===== src/hdl/cie_pkg.sv =====
package cie_pkg;

    // Instruction codes as they arrive on the command channel
    typedef enum logic [5:0] {
        OP_ADC     = 6'd0,
        OP_AND     = 6'd1,
        OP_ASL_A   = 6'd2,
        OP_ASL_M   = 6'd3,
        OP_BCC     = 6'd4,
        OP_BCS     = 6'd5,
        OP_BEQ     = 6'd6,
        OP_BIT     = 6'd7,
        OP_BMI     = 6'd8,
        OP_BNE     = 6'd9,
        OP_BPL     = 6'd10,
        OP_BVC     = 6'd11,
        OP_BVS     = 6'd12,
        OP_CLC     = 6'd13,
        OP_CLD     = 6'd14,
        OP_CLI     = 6'd15,
        OP_CLV     = 6'd16,
        OP_CMP     = 6'd17,
        OP_CPX     = 6'd18,
        OP_CPY     = 6'd19,
        OP_DEC_M   = 6'd20,
        OP_DEX     = 6'd21,
        OP_DEY     = 6'd22,
        OP_EOR     = 6'd23,
        OP_INC_M   = 6'd24,
        OP_INX     = 6'd25,
        OP_INY     = 6'd26,
        OP_JMP     = 6'd27,
        OP_LDA     = 6'd28,
        OP_LDX     = 6'd29,
        OP_LDY     = 6'd30,
        OP_LSR_A   = 6'd31,
        OP_LSR_M   = 6'd32,
        OP_NOP     = 6'd33,
        OP_ORA     = 6'd34,
        OP_ROL_A   = 6'd35,
        OP_ROL_M   = 6'd36,
        OP_ROR_A   = 6'd37,
        OP_ROR_M   = 6'd38,
        OP_SBC     = 6'd39,
        OP_SEC     = 6'd40,
        OP_SED     = 6'd41,
        OP_SEI     = 6'd42,
        OP_STA     = 6'd43,
        OP_STX     = 6'd44,
        OP_STY     = 6'd45,
        OP_TAX     = 6'd46,
        OP_TAY     = 6'd47,
        OP_TSX     = 6'd48,
        OP_TXA     = 6'd49,
        OP_TXS     = 6'd50,
        OP_TYA     = 6'd51
    } opcode_t;

    // Execution unit that carries out a decoded word
    typedef enum logic [3:0] {
        U_NOP    = 4'd0,
        U_ADD    = 4'd1,
        U_LOGIC  = 4'd2,
        U_SHIFT  = 4'd3,
        U_BIT    = 4'd4,
        U_BRANCH = 4'd5,
        U_FLAG   = 4'd6,
        U_CMP    = 4'd7,
        U_STEP   = 4'd8,
        U_JMP    = 4'd9,
        U_MOVE   = 4'd10,
        U_STORE  = 4'd11,
        U_TXS    = 4'd12
    } unit_t;

    typedef enum logic [2:0] {
        SRC_A  = 3'd0,
        SRC_X  = 3'd1,
        SRC_Y  = 3'd2,
        SRC_SP = 3'd3,
        SRC_M  = 3'd4
    } src_t;

    typedef enum logic [1:0] {
        DST_A   = 2'd0,
        DST_X   = 2'd1,
        DST_Y   = 2'd2,
        DST_MEM = 2'd3
    } dst_t;

    // Sub-operation codes, meaning depends on the unit
    localparam logic [1:0] ADD_PLAIN  = 2'd0;
    localparam logic [1:0] ADD_INVERT = 2'd1;
    localparam logic [1:0] LOG_AND    = 2'd0;
    localparam logic [1:0] LOG_ORA    = 2'd1;
    localparam logic [1:0] LOG_EOR    = 2'd2;
    localparam logic [1:0] SH_ASL     = 2'd0;
    localparam logic [1:0] SH_LSR     = 2'd1;
    localparam logic [1:0] SH_ROL     = 2'd2;
    localparam logic [1:0] SH_ROR     = 2'd3;
    localparam logic [1:0] STEP_INC   = 2'd0;
    localparam logic [1:0] STEP_DEC   = 2'd1;

    // Bit positions in the status byte
    localparam logic [2:0] FLAG_C = 3'd0;
    localparam logic [2:0] FLAG_Z = 3'd1;
    localparam logic [2:0] FLAG_I = 3'd2;
    localparam logic [2:0] FLAG_D = 3'd3;
    localparam logic [2:0] FLAG_B = 3'd4;
    localparam logic [2:0] FLAG_U = 3'd5;
    localparam logic [2:0] FLAG_V = 3'd6;
    localparam logic [2:0] FLAG_N = 3'd7;

    localparam logic [7:0] SP_RESET     = 8'hFD;
    localparam logic [7:0] STATUS_RESET = 8'h24;

    typedef struct packed {
        logic [5:0]  operation;
        logic [7:0]  operand;
        logic [15:0] address;
        logic [15:0] next_pc;
    } command_t;

    typedef struct packed {
        logic [7:0]  acc_out;
        logic [7:0]  x_out;
        logic [7:0]  y_out;
        logic [7:0]  sp_out;
        logic [7:0]  status_out;
        logic [15:0] new_pc;
        logic        mem_write;
        logic [15:0] write_address;
        logic [7:0]  write_data;
    } result_t;

    typedef struct packed {
        unit_t      unit;
        src_t       src;
        dst_t       dst;
        logic [1:0] sub;
        logic [2:0] flag;
        logic       sense;
    } ctl_t;

    typedef struct packed {
        ctl_t        ctl;
        logic [7:0]  operand;
        logic [15:0] address;
        logic [15:0] next_pc;
    } exec_t;

endpackage


===== src/hdl/cpu8_instruction_execute_unit.sv =====
// Execute stage of an 8-bit accumulator machine.
//
// Command channel: drive a decoded instruction word on command and raise push;
// the word is taken at a rising edge with push high and full low.
// Result channel: while empty is low, result carries the oldest finished word
// (registers, status, next program counter and any memory write); raise pop to
// take it at a rising edge where empty is low.
//
// Throughput: one instruction per cycle while a word is queued and the result
// queue has room; the A, X, Y, SP and status registers of the execute stage
// feed back into the next instruction. A taken word waits in the command
// queue, is executed into the result queue and waits there until popped.
//
// Reset clears both queues and loads A = X = Y = 0, SP = 0xFD, status = 0x24.
// When the receiver stalls, the result queue fills, execution holds and the
// command queue then fills and raises full; no word is lost or repeated.
module cpu8_instruction_execute_unit #(
    parameter int QUEUE_DEPTH  = 2,
    parameter int RESULT_DEPTH = 2
) (
    input  logic              clk,
    input  logic              rst_n,
    input  logic              push,
    output logic              full,
    input  cie_pkg::command_t command,
    output logic              empty,
    input  logic              pop,
    output cie_pkg::result_t  result
);

    logic           q_empty;
    logic           q_take;
    cie_pkg::exec_t q_word;

    // Front end: classify and queue incoming words
    cie_front #(
        .QUEUE_DEPTH (QUEUE_DEPTH)
    ) u_front (
        .clk     (clk),
        .rst_n   (rst_n),
        .push    (push),
        .full    (full),
        .command (command),
        .take    (q_take),
        .empty   (q_empty),
        .word    (q_word)
    );

    // Back end: execute against the kept registers and queue results
    cie_back #(
        .RESULT_DEPTH (RESULT_DEPTH)
    ) u_back (
        .clk     (clk),
        .rst_n   (rst_n),
        .q_empty (q_empty),
        .q_word  (q_word),
        .q_take  (q_take),
        .empty   (empty),
        .pop     (pop),
        .result  (result)
    );

endmodule


===== src/hdl/cie_fifo.sv =====
module cie_fifo #(
    parameter int WIDTH = 8,
    parameter int DEPTH = 2
) (
    input  logic             clk,
    input  logic             rst_n,
    input  logic             push,
    output logic             full,
    input  logic [WIDTH-1:0] wdata,
    input  logic             pop,
    output logic             empty,
    output logic [WIDTH-1:0] rdata
);

    localparam int PW = (DEPTH > 1) ? $clog2(DEPTH) : 1;
    localparam int CW = $clog2(DEPTH + 1);

    logic [WIDTH-1:0] mem_reg [DEPTH];
    logic [PW-1:0]    wr_ptr_reg, wr_ptr_next;
    logic [PW-1:0]    rd_ptr_reg, rd_ptr_next;
    logic [CW-1:0]    count_reg, count_next;
    logic             do_push, do_pop;

    assign full    = (count_reg == CW'(DEPTH));
    assign empty   = (count_reg == '0);
    assign do_push = push && !full;
    assign do_pop  = pop && !empty;
    assign rdata   = mem_reg[rd_ptr_reg];

    always_comb
    begin
        wr_ptr_next = wr_ptr_reg;
        rd_ptr_next = rd_ptr_reg;
        count_next  = count_reg;
        if (do_push)
        begin
            wr_ptr_next = (wr_ptr_reg == PW'(DEPTH - 1)) ? '0 : wr_ptr_reg + 1'b1;
        end
        if (do_pop)
        begin
            rd_ptr_next = (rd_ptr_reg == PW'(DEPTH - 1)) ? '0 : rd_ptr_reg + 1'b1;
        end
        if (do_push && !do_pop)
        begin
            count_next = count_reg + 1'b1;
        end
        else if (do_pop && !do_push)
        begin
            count_next = count_reg - 1'b1;
        end
    end

    always_ff @(posedge clk or negedge rst_n)
    begin
        if (!rst_n)
        begin
            wr_ptr_reg <= '0;
            rd_ptr_reg <= '0;
            count_reg  <= '0;
        end
        else
        begin
            wr_ptr_reg <= wr_ptr_next;
            rd_ptr_reg <= rd_ptr_next;
            count_reg  <= count_next;
        end
    end

    // Payload storage, no reset
    always_ff @(posedge clk)
    begin
        if (do_push)
        begin
            mem_reg[wr_ptr_reg] <= wdata;
        end
    end

    a_count_bound: assert property (@(posedge clk) disable iff (!rst_n)
        count_reg <= CW'(DEPTH))
        else $error("fifo count above depth");

    a_count_up: assert property (@(posedge clk) disable iff (!rst_n)
        do_push && !do_pop |=> count_reg == $past(count_reg) + CW'(1))
        else $error("fifo count missed a push");

    a_count_down: assert property (@(posedge clk) disable iff (!rst_n)
        do_pop && !do_push |=> count_reg == $past(count_reg) - CW'(1))
        else $error("fifo count missed a pop");

endmodule


===== src/hdl/cie_front.sv =====
module cie_front #(
    parameter int QUEUE_DEPTH = 2
) (
    input  logic              clk,
    input  logic              rst_n,
    input  logic              push,
    output logic              full,
    input  cie_pkg::command_t command,
    input  logic              take,
    output logic              empty,
    output cie_pkg::exec_t    word
);

    cie_pkg::ctl_t  ctl;
    cie_pkg::exec_t dec_word;

    // Classify the instruction into unit, operand routing and flag selection
    always_comb
    begin
        ctl.unit  = cie_pkg::U_NOP;
        ctl.src   = cie_pkg::SRC_M;
        ctl.dst   = cie_pkg::DST_A;
        ctl.sub   = 2'd0;
        ctl.flag  = cie_pkg::FLAG_C;
        ctl.sense = 1'b0;
        case (cie_pkg::opcode_t'(command.operation))
            cie_pkg::OP_ADC:
            begin
                ctl.unit = cie_pkg::U_ADD;
                ctl.sub  = cie_pkg::ADD_PLAIN;
            end
            cie_pkg::OP_SBC:
            begin
                ctl.unit = cie_pkg::U_ADD;
                ctl.sub  = cie_pkg::ADD_INVERT;
            end
            cie_pkg::OP_AND:
            begin
                ctl.unit = cie_pkg::U_LOGIC;
                ctl.sub  = cie_pkg::LOG_AND;
            end
            cie_pkg::OP_ORA:
            begin
                ctl.unit = cie_pkg::U_LOGIC;
                ctl.sub  = cie_pkg::LOG_ORA;
            end
            cie_pkg::OP_EOR:
            begin
                ctl.unit = cie_pkg::U_LOGIC;
                ctl.sub  = cie_pkg::LOG_EOR;
            end
            cie_pkg::OP_ASL_A, cie_pkg::OP_LSR_A, cie_pkg::OP_ROL_A, cie_pkg::OP_ROR_A:
            begin
                ctl.unit = cie_pkg::U_SHIFT;
                ctl.src  = cie_pkg::SRC_A;
                ctl.dst  = cie_pkg::DST_A;
            end
            cie_pkg::OP_ASL_M, cie_pkg::OP_LSR_M, cie_pkg::OP_ROL_M, cie_pkg::OP_ROR_M:
            begin
                ctl.unit = cie_pkg::U_SHIFT;
                ctl.src  = cie_pkg::SRC_M;
                ctl.dst  = cie_pkg::DST_MEM;
            end
            cie_pkg::OP_BCC, cie_pkg::OP_BCS:
            begin
                ctl.unit = cie_pkg::U_BRANCH;
                ctl.flag = cie_pkg::FLAG_C;
            end
            cie_pkg::OP_BEQ, cie_pkg::OP_BNE:
            begin
                ctl.unit = cie_pkg::U_BRANCH;
                ctl.flag = cie_pkg::FLAG_Z;
            end
            cie_pkg::OP_BMI, cie_pkg::OP_BPL:
            begin
                ctl.unit = cie_pkg::U_BRANCH;
                ctl.flag = cie_pkg::FLAG_N;
            end
            cie_pkg::OP_BVC, cie_pkg::OP_BVS:
            begin
                ctl.unit = cie_pkg::U_BRANCH;
                ctl.flag = cie_pkg::FLAG_V;
            end
            cie_pkg::OP_BIT:
            begin
                ctl.unit = cie_pkg::U_BIT;
            end
            cie_pkg::OP_CLC, cie_pkg::OP_SEC:
            begin
                ctl.unit = cie_pkg::U_FLAG;
                ctl.flag = cie_pkg::FLAG_C;
            end
            cie_pkg::OP_CLD, cie_pkg::OP_SED:
            begin
                ctl.unit = cie_pkg::U_FLAG;
                ctl.flag = cie_pkg::FLAG_D;
            end
            cie_pkg::OP_CLI, cie_pkg::OP_SEI:
            begin
                ctl.unit = cie_pkg::U_FLAG;
                ctl.flag = cie_pkg::FLAG_I;
            end
            cie_pkg::OP_CLV:
            begin
                ctl.unit = cie_pkg::U_FLAG;
                ctl.flag = cie_pkg::FLAG_V;
            end
            cie_pkg::OP_CMP:
            begin
                ctl.unit = cie_pkg::U_CMP;
                ctl.src  = cie_pkg::SRC_A;
            end
            cie_pkg::OP_CPX:
            begin
                ctl.unit = cie_pkg::U_CMP;
                ctl.src  = cie_pkg::SRC_X;
            end
            cie_pkg::OP_CPY:
            begin
                ctl.unit = cie_pkg::U_CMP;
                ctl.src  = cie_pkg::SRC_Y;
            end
            cie_pkg::OP_DEC_M, cie_pkg::OP_INC_M:
            begin
                ctl.unit = cie_pkg::U_STEP;
                ctl.src  = cie_pkg::SRC_M;
                ctl.dst  = cie_pkg::DST_MEM;
            end
            cie_pkg::OP_DEX, cie_pkg::OP_INX:
            begin
                ctl.unit = cie_pkg::U_STEP;
                ctl.src  = cie_pkg::SRC_X;
                ctl.dst  = cie_pkg::DST_X;
            end
            cie_pkg::OP_DEY, cie_pkg::OP_INY:
            begin
                ctl.unit = cie_pkg::U_STEP;
                ctl.src  = cie_pkg::SRC_Y;
                ctl.dst  = cie_pkg::DST_Y;
            end
            cie_pkg::OP_JMP:
            begin
                ctl.unit = cie_pkg::U_JMP;
            end
            cie_pkg::OP_LDA:
            begin
                ctl.unit = cie_pkg::U_MOVE;
                ctl.dst  = cie_pkg::DST_A;
            end
            cie_pkg::OP_LDX:
            begin
                ctl.unit = cie_pkg::U_MOVE;
                ctl.dst  = cie_pkg::DST_X;
            end
            cie_pkg::OP_LDY:
            begin
                ctl.unit = cie_pkg::U_MOVE;
                ctl.dst  = cie_pkg::DST_Y;
            end
            cie_pkg::OP_TAX:
            begin
                ctl.unit = cie_pkg::U_MOVE;
                ctl.src  = cie_pkg::SRC_A;
                ctl.dst  = cie_pkg::DST_X;
            end
            cie_pkg::OP_TAY:
            begin
                ctl.unit = cie_pkg::U_MOVE;
                ctl.src  = cie_pkg::SRC_A;
                ctl.dst  = cie_pkg::DST_Y;
            end
            cie_pkg::OP_TSX:
            begin
                ctl.unit = cie_pkg::U_MOVE;
                ctl.src  = cie_pkg::SRC_SP;
                ctl.dst  = cie_pkg::DST_X;
            end
            cie_pkg::OP_TXA:
            begin
                ctl.unit = cie_pkg::U_MOVE;
                ctl.src  = cie_pkg::SRC_X;
                ctl.dst  = cie_pkg::DST_A;
            end
            cie_pkg::OP_TYA:
            begin
                ctl.unit = cie_pkg::U_MOVE;
                ctl.src  = cie_pkg::SRC_Y;
                ctl.dst  = cie_pkg::DST_A;
            end
            cie_pkg::OP_STA:
            begin
                ctl.unit = cie_pkg::U_STORE;
                ctl.src  = cie_pkg::SRC_A;
            end
            cie_pkg::OP_STX:
            begin
                ctl.unit = cie_pkg::U_STORE;
                ctl.src  = cie_pkg::SRC_X;
            end
            cie_pkg::OP_STY:
            begin
                ctl.unit = cie_pkg::U_STORE;
                ctl.src  = cie_pkg::SRC_Y;
            end
            cie_pkg::OP_TXS:
            begin
                ctl.unit = cie_pkg::U_TXS;
            end
            default:
            begin
                ctl.unit = cie_pkg::U_NOP;
            end
        endcase

        // Shift kind, step direction and branch or flag polarity
        case (cie_pkg::opcode_t'(command.operation))
            cie_pkg::OP_ASL_A, cie_pkg::OP_ASL_M: ctl.sub = cie_pkg::SH_ASL;
            cie_pkg::OP_LSR_A, cie_pkg::OP_LSR_M: ctl.sub = cie_pkg::SH_LSR;
            cie_pkg::OP_ROL_A, cie_pkg::OP_ROL_M: ctl.sub = cie_pkg::SH_ROL;
            cie_pkg::OP_ROR_A, cie_pkg::OP_ROR_M: ctl.sub = cie_pkg::SH_ROR;
            cie_pkg::OP_INC_M, cie_pkg::OP_INX, cie_pkg::OP_INY: ctl.sub = cie_pkg::STEP_INC;
            cie_pkg::OP_DEC_M, cie_pkg::OP_DEX, cie_pkg::OP_DEY: ctl.sub = cie_pkg::STEP_DEC;
            cie_pkg::OP_BCS, cie_pkg::OP_BEQ, cie_pkg::OP_BMI, cie_pkg::OP_BVS,
            cie_pkg::OP_SEC, cie_pkg::OP_SED, cie_pkg::OP_SEI: ctl.sense = 1'b1;
            default: ;
        endcase
    end

    assign dec_word.ctl     = ctl;
    assign dec_word.operand = command.operand;
    assign dec_word.address = command.address;
    assign dec_word.next_pc = command.next_pc;

    // Hold decoded words until the back end takes them
    cie_fifo #(
        .WIDTH ($bits(cie_pkg::exec_t)),
        .DEPTH (QUEUE_DEPTH)
    ) u_queue (
        .clk   (clk),
        .rst_n (rst_n),
        .push  (push),
        .full  (full),
        .wdata (dec_word),
        .pop   (take),
        .empty (empty),
        .rdata (word)
    );

endmodule


===== src/hdl/cie_back.sv =====
module cie_back #(
    parameter int RESULT_DEPTH = 2
) (
    input  logic              clk,
    input  logic              rst_n,
    input  logic              q_empty,
    input  cie_pkg::exec_t    q_word,
    output logic              q_take,
    output logic              empty,
    input  logic              pop,
    output cie_pkg::result_t  result
);

    logic [7:0]       a_reg, a_next;
    logic [7:0]       x_reg, x_next;
    logic [7:0]       y_reg, y_next;
    logic [7:0]       sp_reg, sp_next;
    logic [7:0]       p_reg, p_next;
    logic             res_full;
    logic             fire;
    cie_pkg::result_t res_word;

    logic [7:0]  src_val;
    logic [7:0]  res8;
    logic [7:0]  mop;
    logic [8:0]  sum9;
    logic        put;
    logic        wr;
    logic [7:0]  wdata;
    logic [15:0] npc;

    function automatic logic [7:0] zn(input logic [7:0] p, input logic [7:0] v);
        logic [7:0] q;
        q                 = p;
        q[cie_pkg::FLAG_Z] = (v == 8'h00);
        q[cie_pkg::FLAG_N] = v[7];
        return q;
    endfunction

    assign fire   = !q_empty && !res_full;
    assign q_take = fire;

    always_comb
    begin
        case (q_word.ctl.src)
            cie_pkg::SRC_A:  src_val = a_reg;
            cie_pkg::SRC_X:  src_val = x_reg;
            cie_pkg::SRC_Y:  src_val = y_reg;
            cie_pkg::SRC_SP: src_val = sp_reg;
            default:         src_val = q_word.operand;
        endcase
    end

    always_comb
    begin
        a_next  = a_reg;
        x_next  = x_reg;
        y_next  = y_reg;
        sp_next = sp_reg;
        p_next  = p_reg;
        npc     = q_word.next_pc;
        res8    = 8'h00;
        mop     = q_word.operand;
        sum9    = 9'h000;
        put     = 1'b0;
        wr      = 1'b0;
        wdata   = 8'h00;
        case (q_word.ctl.unit)
            cie_pkg::U_ADD:
            begin
                // Subtract is add of the inverted operand with carry as inverted borrow
                mop  = (q_word.ctl.sub == cie_pkg::ADD_INVERT) ? ~q_word.operand
                                                               : q_word.operand;
                sum9 = {1'b0, a_reg} + {1'b0, mop} + {8'h00, p_reg[cie_pkg::FLAG_C]};
                res8 = sum9[7:0];
                p_next[cie_pkg::FLAG_C] = sum9[8];
                p_next[cie_pkg::FLAG_V] = ~(a_reg[7] ^ mop[7]) & (a_reg[7] ^ res8[7]);
                put  = 1'b1;
            end
            cie_pkg::U_LOGIC:
            begin
                case (q_word.ctl.sub)
                    cie_pkg::LOG_AND: res8 = a_reg & q_word.operand;
                    cie_pkg::LOG_ORA: res8 = a_reg | q_word.operand;
                    default:          res8 = a_reg ^ q_word.operand;
                endcase
                put = 1'b1;
            end
            cie_pkg::U_SHIFT:
            begin
                case (q_word.ctl.sub)
                    cie_pkg::SH_ASL:
                    begin
                        p_next[cie_pkg::FLAG_C] = src_val[7];
                        res8 = {src_val[6:0], 1'b0};
                    end
                    cie_pkg::SH_LSR:
                    begin
                        p_next[cie_pkg::FLAG_C] = src_val[0];
                        res8 = {1'b0, src_val[7:1]};
                    end
                    cie_pkg::SH_ROL:
                    begin
                        p_next[cie_pkg::FLAG_C] = src_val[7];
                        res8 = {src_val[6:0], p_reg[cie_pkg::FLAG_C]};
                    end
                    default:
                    begin
                        p_next[cie_pkg::FLAG_C] = src_val[0];
                        res8 = {p_reg[cie_pkg::FLAG_C], src_val[7:1]};
                    end
                endcase
                put = 1'b1;
            end
            cie_pkg::U_BIT:
            begin
                p_next[cie_pkg::FLAG_Z] = ((a_reg & q_word.operand) == 8'h00);
                p_next[cie_pkg::FLAG_N] = q_word.operand[7];
                p_next[cie_pkg::FLAG_V] = q_word.operand[6];
            end
            cie_pkg::U_BRANCH:
            begin
                if (p_reg[q_word.ctl.flag] == q_word.ctl.sense)
                begin
                    npc = q_word.next_pc + {{8{q_word.operand[7]}}, q_word.operand};
                end
            end
            cie_pkg::U_FLAG:
            begin
                p_next[q_word.ctl.flag] = q_word.ctl.sense;
            end
            cie_pkg::U_CMP:
            begin
                p_next[cie_pkg::FLAG_C] = (src_val >= q_word.operand);
                p_next = zn(p_next, src_val - q_word.operand);
            end
            cie_pkg::U_STEP:
            begin
                res8 = (q_word.ctl.sub == cie_pkg::STEP_DEC) ? src_val - 8'h01
                                                            : src_val + 8'h01;
                put  = 1'b1;
            end
            cie_pkg::U_JMP:
            begin
                npc = q_word.address;
            end
            cie_pkg::U_MOVE:
            begin
                res8 = src_val;
                put  = 1'b1;
            end
            cie_pkg::U_STORE:
            begin
                wr    = 1'b1;
                wdata = src_val;
            end
            cie_pkg::U_TXS:
            begin
                sp_next = x_reg;
            end
            default: ;
        endcase

        // Route the ALU byte to its destination and update Z and N
        if (put)
        begin
            p_next = zn(p_next, res8);
            case (q_word.ctl.dst)
                cie_pkg::DST_A: a_next = res8;
                cie_pkg::DST_X: x_next = res8;
                cie_pkg::DST_Y: y_next = res8;
                default:
                begin
                    wr    = 1'b1;
                    wdata = res8;
                end
            endcase
        end
    end

    assign res_word.acc_out       = a_next;
    assign res_word.x_out         = x_next;
    assign res_word.y_out         = y_next;
    assign res_word.sp_out        = sp_next;
    assign res_word.status_out    = p_next;
    assign res_word.new_pc        = npc;
    assign res_word.mem_write     = wr;
    assign res_word.write_address = wr ? q_word.address : 16'h0000;
    assign res_word.write_data    = wr ? wdata : 8'h00;

    always_ff @(posedge clk or negedge rst_n)
    begin
        if (!rst_n)
        begin
            a_reg  <= 8'h00;
            x_reg  <= 8'h00;
            y_reg  <= 8'h00;
            sp_reg <= cie_pkg::SP_RESET;
            p_reg  <= cie_pkg::STATUS_RESET;
        end
        else if (fire)
        begin
            a_reg  <= a_next;
            x_reg  <= x_next;
            y_reg  <= y_next;
            sp_reg <= sp_next;
            p_reg  <= p_next;
        end
    end

    // Result queue parts the execute stage from the receiver
    cie_fifo #(
        .WIDTH ($bits(cie_pkg::result_t)),
        .DEPTH (RESULT_DEPTH)
    ) u_results (
        .clk   (clk),
        .rst_n (rst_n),
        .push  (fire),
        .full  (res_full),
        .wdata (res_word),
        .pop   (pop),
        .empty (empty),
        .rdata (result)
    );

    a_fixed_bits: assert property (@(posedge clk) disable iff (!rst_n)
        p_reg[cie_pkg::FLAG_U] && !p_reg[cie_pkg::FLAG_B])
        else $error("constant status bits changed");

    a_stall_holds: assert property (@(posedge clk) disable iff (!rst_n)
        !fire |=> $stable({a_reg, x_reg, y_reg, sp_reg, p_reg}))
        else $error("architectural state moved without an instruction");

    a_sp_only_txs: assert property (@(posedge clk) disable iff (!rst_n)
        fire && q_word.ctl.unit != cie_pkg::U_TXS |=> sp_reg == $past(sp_reg))
        else $error("stack pointer changed outside TXS");

endmodule

===== config.mk =====
export PLATFORM = sky130hd
export DESIGN_NAME = cpu8_instruction_execute_unit
export DESIGN_NICKNAME = d
export VERILOG_FILES = /design/src/hdl/cie_pkg.sv /design/src/hdl/cpu8_instruction_execute_unit.sv /design/src/hdl/cie_fifo.sv /design/src/hdl/cie_front.sv /design/src/hdl/cie_back.sv
export SDC_FILE = /design/constraint.sdc
export NUM_CORES = 1
export LEC_CHECK = 0
export ABC_AREA = 1
export BUFFER_PORTS_ARGS = -buffer_cell sky130_fd_sc_hd__buf_2
export CAP_MARGIN = 25
export CORE_UTILIZATION = 55
export CTS_CLUSTER_SIZE = 28
export DETAILED_ROUTE_END_ITERATION = 16
export MAX_ROUTING_LAYER = met4
export PLACE_DENSITY_LB_ADDON = 0.2
export SYNTH_ARGS = -nofsm -noshare
export SYNTH_HDL_FRONTEND = slang
export SYNTH_SLANG_ARGS = --single-unit

===== constraint.sdc =====
create_clock -name clk -period 6.8 [get_ports clk]
set_input_delay 1.36 -clock clk [delete_from_list [all_inputs] [get_ports clk]]
set_output_delay 1.36 -clock clk [all_outputs]
set_load 0.005 [all_outputs]

Word-level counts from Yosys, hierarchy flattened
Memories as Yosys holds them, arrays and structs flattened.
Cells that the tools add are included.
- $add $sub $neg: 14
- mux-type cells: 55
- $lt $le $gt $ge: 3
- equal/unequal tests: 72
- bitwise operators: 8
- reduce and logical (&&, ||, !) cells: 58
- operators by type and width (operator ; number):
    $eq A6 B6 Y1 const B ; 19
    $mux W8 ; 14
    $eq A6 B5 Y1 const B ; 16
    $eq A6 B4 Y1 const B ; 8
    $pmux W4 S12 ; 1
    $pmux W8 S5 ; 1
    $mux W16 ; 2
    $pmux W16 S2 ; 1
    $pmux W8 S4 ; 1
    $reduce_or A8 Y1 ; 4
    $reduce_or A5 Y1 ; 6
    $eq A6 B3 Y1 const B ; 4
    $logic_not A8 Y1 ; 3
    $pmux W8 S3 ; 1
    $eq A4 B4 Y1 const B ; 5
    $reduce_or A2 Y1 ; 9
    $add A16 B16 Y16 ; 1
    $eq A4 B3 Y1 const B ; 4
    $mux W1 ; 16
    $pmux W8 S2 ; 1
    $pmux W3 S5 ; 1
    $reduce_or A3 Y1 ; 5
    $reduce_or A7 Y1 ; 2
    $eq A6 B2 Y1 const B ; 2
    other kinds (45) ; 83
- word-level logic and storage cells: 223
- bits in registers: 48
- output and inout port bits: 83
- memories kept: 2
- input bits: 50
- RAM bits: 272
- memory list (name ; words ; bits a word ; read ports ; clocked after Yosys merged registers in ; wr ports ; RTL line ; source):
    u_back.u_results.mem_reg ; 2 ; 81 ; 1 ; 0 ; 1 ; cie_fifo.sv:18 ; logic [WIDTH-1:0] mem_reg [DEPTH];
    u_front.u_queue.mem_reg ; 2 ; 55 ; 1 ; 0 ; 1 ; cie_fifo.sv:18 ;

Longest topological paths before layout
An unclocked memory read counts as a cell.
- depth in word-level cells: 9
- gate-level depth with buffers: 30

Hierarchy
Synthesis repeated with hierarchy kept, for this count alone.
- cell total of the unflattened synthesis: 1921
- area total of the unflattened synthesis: 17088.9 sq um
- by module, submodules not included (module ; cells an instance ; area each (sq um) ; times used ; sequential area each (sq um)):
    cie_fifo (u_back.u_results) ; 454 ; 6148.4 ; 1 ; 4964.8
    cie_back ; 983 ; 5948.2 ; 1 ; 1012.2
    cie_fifo (u_front.u_queue) ; 319 ; 4271.6 ; 1 ; 3403.3
    cie_front ; 165 ; 720.7 ; 1 ; 0.0

Worst setup path before layout
Ideal clock, no wire load.
- path type: reg2reg
- from: register u_back.u_results.count_reg[1]
- to: memory u_back.u_results.mem_reg[0][0] (netlist name), enable pin
- clock period less this slack: 4.779 ns
- stages on the path, launching flop included: 5
- slack: 2.021 ns
- path buffers: 1
- arrival: 4.258 ns
- cells stage by stage: dfrtp_1 > inv_1 > o22ai_1 > clkbuf_1 > nor2_1
- longest elaborated chain between the ends: 6
- RTL lines (element ; RTL line ; source):
    from (decl) ; cie_fifo.sv:21 ; logic [CW-1:0] count_reg, count_next;
    from (signal assigned) ; cie_fifo.sv:65 ; count_reg <= count_next;
    $eq A2 B2 Y1 * ; cie_fifo.sv:24 ; assign full = (count_reg == CW'(DEPTH));
    $logic_not A1 Y1 * ; cie_fifo.sv:26, cie_back.sv:40 ;
    $logic_and A1 B1 Y1 ; cie_back.sv:40 ; assign fire = !q_empty && !res_full;
    $logic_and A1 B1 Y1 * ; cie_fifo.sv:26 ; assign do_push = push && !full;
    $mux W1 * ; cie_fifo.sv:72 ; if (do_push)
    $mux W1 (implied by the code) * ; cie_fifo.sv:74 ; mem_reg[wr_ptr_reg] <= wdata;
    to (decl) ; cie_fifo.sv:18 ;
Every way passes the cells marked *; elsewhere a longest branch is shown, timed or not.

Worst setup path in the final report
- from: register u_front.u_queue.rd_ptr_reg
- to: register u_back.p_reg[1]
- longest elaborated chain between the ends: 8
- elaborated cells between the ends (all ways): 44
- RTL lines (element ; RTL line ; source):
    from (decl) ; cie_fifo.sv:20 ; logic [PW-1:0] rd_ptr_reg, rd_ptr_next;
    from (signal assigned) ; cie_fifo.sv:64 ; rd_ptr_reg <= rd_ptr_next;
    $mem_v2 Z2 W55 * ; n/a ;
    $eq A2 B1 Y1 (tied with other cells) ; n/a ;
    $mux W8 (tied with other cells) ; cie_back.sv:72 ; mop = (q_word.ctl.sub == cie_pkg::ADD_INVERT) ? ~q_word.operand
    $add A8 B8 Y9 (tied with other cells) ; cie_back.sv:74 ; sum9 = {1'b0, a_reg} + {1'b0, mop} + {8'h00, p_reg[cie_pkg::FLAG_C]};
    $add A9 B1 Y9 (tied with other cells) ; cie_back.sv:74 ;
    $pmux W8 S5 or $bwmux W8 (tied branches) ; cie_back.sv:68, cie_back.sv:130 ;
    $logic_not A8 Y1 or $pmux W1 S3 (tied branches) ; cie_back.sv:35, cie_back.sv:68 ;
    $mux W8 * ; cie_back.sv:165 ; if (put)
    net u_back.p_next[1] ; cie_back.sv:18 ; logic [7:0] p_reg, p_next;
    to (signal assigned) ; cie_back.sv:199 ; p_reg <= cie_pkg::STATUS_RESET;
    to (signal assigned) ; cie_back.sv:207 ; p_reg <= p_next;
    to (decl) ; cie_back.sv:18 ;
Mark *: on every way through the listed nets, which the timed path passes. The rest lies on a longest branch.
A chain may end at the register's enable or synchronous reset.

==> metrics.cfg <==
[setup_path]
cpPeakStageDelay_ps=810
crit_slowest_cell=dfrtp_2
crit_chain=inv_4, or2_1, o21ai_1, nand2_1, nand2_1, inv_1, ha_1, nand2_1, nand2_1, nand3_1, nand2_1, nand2_1, o21ai_0, xnor2_1, nand4_1, a21oi_1, o21ai_0, nand2_1, nand2_1, nand2_1
rr_startpoint=u_front.u_queue.rd_ptr_reg
critPathRequiredTime_ps=7270
path_max_fanout=44
critical_path_class=flop to flop
reg2reg_slack_ps=2060
cp.arrival_ps=5210
r2r_end=u_back.p_reg[1]
start_kind=flop
cp-end-kind=flop
critPathMostFrequentCell=nand2_1
r2r_cells=20

[global_routing]
grt_max_degree=83
overflow=0
grt_pass1_vias=12400
antenna_found_initial=0
grt_pass1_wl_microns=70200
grt_use_total_pct=30.5

[clocking]
clkSlewWorstSetupHoldPaths_ps=60
h-tree-depth=2
cts_sinks=320
ctsResizeCount=0
cts_tree=done
ctsRootBufferMaster=clkbuf_16
cts_buffer_depth=3
hold_buffers=0
cts_made_buffers=34
post-cts-setup-buffer-count=0
insertion_delay_ps=540

[sta]
final-setup-viol-count=0
post-route-worst-setup-slack_ps=2060
worst_pin_slew_ps=1080
rsz0062_at_grt=no
min_period_ps=4740
slew_violations=0
max_freq_mhz=211
worst_hold_slack_ps=479
fin_setup_tns_ps=0
fin_crit_sh_pct=69.7
finClkSkew_ps=17.7
finalHoldViolations=0
relSlewSlack_pct=28.0

[floorplan]
die_w_microns=177
fp-row-count=63
die-area_sq_um=31300
die_y_microns=177
core_sq_um=29900
pin_count=133
start_util_pct=56.3

[route]
drt_iter0_drc=1377
vias=13200
ant_nets=0
drt_pass1_iterations=8
vias_per_cell=5.62
routedWlPerCell_microns=19.4
drc=0
totalWireLength_microns=45600

[yosys]
ys_warn_count=0
yosysMostFrequentCell=nand2_1
synth-seq-cells=320
synth_commonest_cells=nand2_1, edfxtp_1, inv_1, nor2_1, o21ai_0
synth_edf_count=272
netlist.area_leader.share_pct=48.6
syn-instance-count=1808
synthTopCellsByArea=edfxtp_1, nand2_1, dfrtp_1
yosysSeqAreaShare_pct=55.8
synth.distinct_cells=56
syn_area_sq_um=16800
synth_top_cell_by_area=edfxtp_1
synthFlopType=edfxtp_1
synthArstFlopShare_pct=15.0
syn_avg_cell_area_sq_um=9.29
syn-num-nets=1917

[pwr]
power_frac_comb_pct=50.7
p_sw_uw=4980
peakVddDrop_mv=0.352
cell_internal_pwr_uw=6030
clockPowerShare_pct=16.6
seq_power_share_pct=32.7
p_sw_share_pct=45.2
power.density_nw_per_um2=582
cellLeakagePower_uw=0.00819

[worst_hold_path]
hold_end=u_back.sp_reg[7]
hold_path_depth=2
hold_path.class=flop to flop
min-delay-start=u_back.sp_reg[7]

[final_layout]
diodes=0
n_fill_cell=2420
area_delta_synth_final_pct=12.7
final_cells=2352
layout-drive-gt1-share_pct=15.3
nets=2045
largest_reg_flops=162
final_area_sq_um=18900

[place]
post_dp_cell_area_sq_um=17800
place_congestion=0.968
dp_slack_ps=1870
hpwl_microns=32900
port_buffers=132
place_inst=2289

[run_status]
status=finished clean

[run]
drv_cap=0

-- power by group through the flow --
stage / Sequential [uW] / Combinational [uW] / Clock (uW)
4_1_cts: 3600 / 5540 / 1840
6_report: 3600 / 5590 / 1820
2_1_floorplan: 3550 / 3820 / 0
5_1_grt: 3670 / 6260 / 1920
3_3_place_gp: 3590 / 5440 / 0
3_5_place_dp: 3620 / 5510 / 0
-- per-stage QoR --
| stage | power [uW] | utilization [%] |
|---|---|---|
| after floorplan | 7370 | - |
| after global placement | 9030 | 59.6 |
| after detailed placement | 9130 | 59.6 |
| after CTS | 11000 | 63.4 |
| after global routing | 11800 | 63.4 |
| final | 11000 | 63.4 |
-- routing by layer --
metal  GRT usage [%]  up-vias  wire, microns
li1                -     6365              -
met1            44.0     6236          20900
met2            46.0      556          20600
met3            4.15       68           3310
met4            6.57        0            843
met5               -        -              0
-- worst max-delay path, delay by kind of cell, from the launching register on --
kind | cells | cell delay, ps
and+or+nand+nor | 12 | 1770
AOI/OAI and AO/OA | 4 | 1060
DFF | 1 | 810
buffers and inverters | 2 | 490
adders and majority gates | 1 | 350
xor gates and xnor gates | 1 | 160
-- cells in the final DEF (no fill, tap or decap), types with 4 or more instances in the layout --
cell	synthesis	final
nor4_1	5	5
a31oi_1	7	7
xor2_1	17	17
mux2i_1	10	10
nor2_1	139	135
o21ai_2	21	21
fa_1	4	4
clkbuf_8	0	4
nor2_2	7	7
nor3_1	6	6
o311ai_0	4	4
buf_2	6	132
dfstp_2	9	9
o21ai_0	104	104
inv_1	154	154
dfrtp_1	39	37
nand3_1	79	79
clkinv_1	2	8
clkbuf_16	0	34
o22ai_1	9	8
buf_4	4	13
xnor2_1	13	13
nand4_1	17	17
edfxtp_1	272	272
inv_2	10	10
o211ai_1	18	18
ha_1	55	55
nand2_2	12	12
nand2_1	584	584
a21oi_1	66	66
o21ai_1	19	19
or2_1	7	7
clkinv_2	0	7
o21bai_1	4	4
nor2_4	5	9
or2_2	21	21
clkbuf_1	23	4
o311ai_1	7	7
-- logic make-up (layout without fill, tap and decap cells) --
kind of cell	count (synthesis)	in the layout	share of synthesized area (%)
flops	320	320	55.8
xor+xnor	30	30	1.56
mux	10	10	0.596
fa+ha+maj	59	59	4.57
compound gates	275	275	9.79
simple gates	894	894	22.3
buf+inv	220	374	5.38
-- worst max-delay path by stage --
stage / startpoint / to / slack [ps]
2_1_floorplan: u_back.u_results.count_reg[1] / u_back.u_results.mem_reg[0][0] / 2020
3_3_place_gp: u_front.u_queue.rd_ptr_reg / u_back.p_reg[1] / 1980
3_5_place_dp: u_front.u_queue.rd_ptr_reg / u_back.p_reg[1] / 1870
4_1_cts: u_front.u_queue.rd_ptr_reg / u_back.p_reg[1] / 1860
5_1_grt: u_front.u_queue.rd_ptr_reg / u_back.p_reg[7] / 1650
6_report: u_front.u_queue.rd_ptr_reg / u_back.p_reg[1] / 2060
-- layout make-up --
class	count	area, sq um	share of cell area (%)
Clock buffer	42	921	4.86
Clock inverter	20	195	1.03
Inverter	167	629	3.32
Multi-Input combinational cell	1268	6570	34.7
Sequential cell	320	9380	49.5
Tap cell	390	488	2.58
Timing Repair Buffer	145	758	4.00
Note: power is estimated with default switching activity, not from simulation.
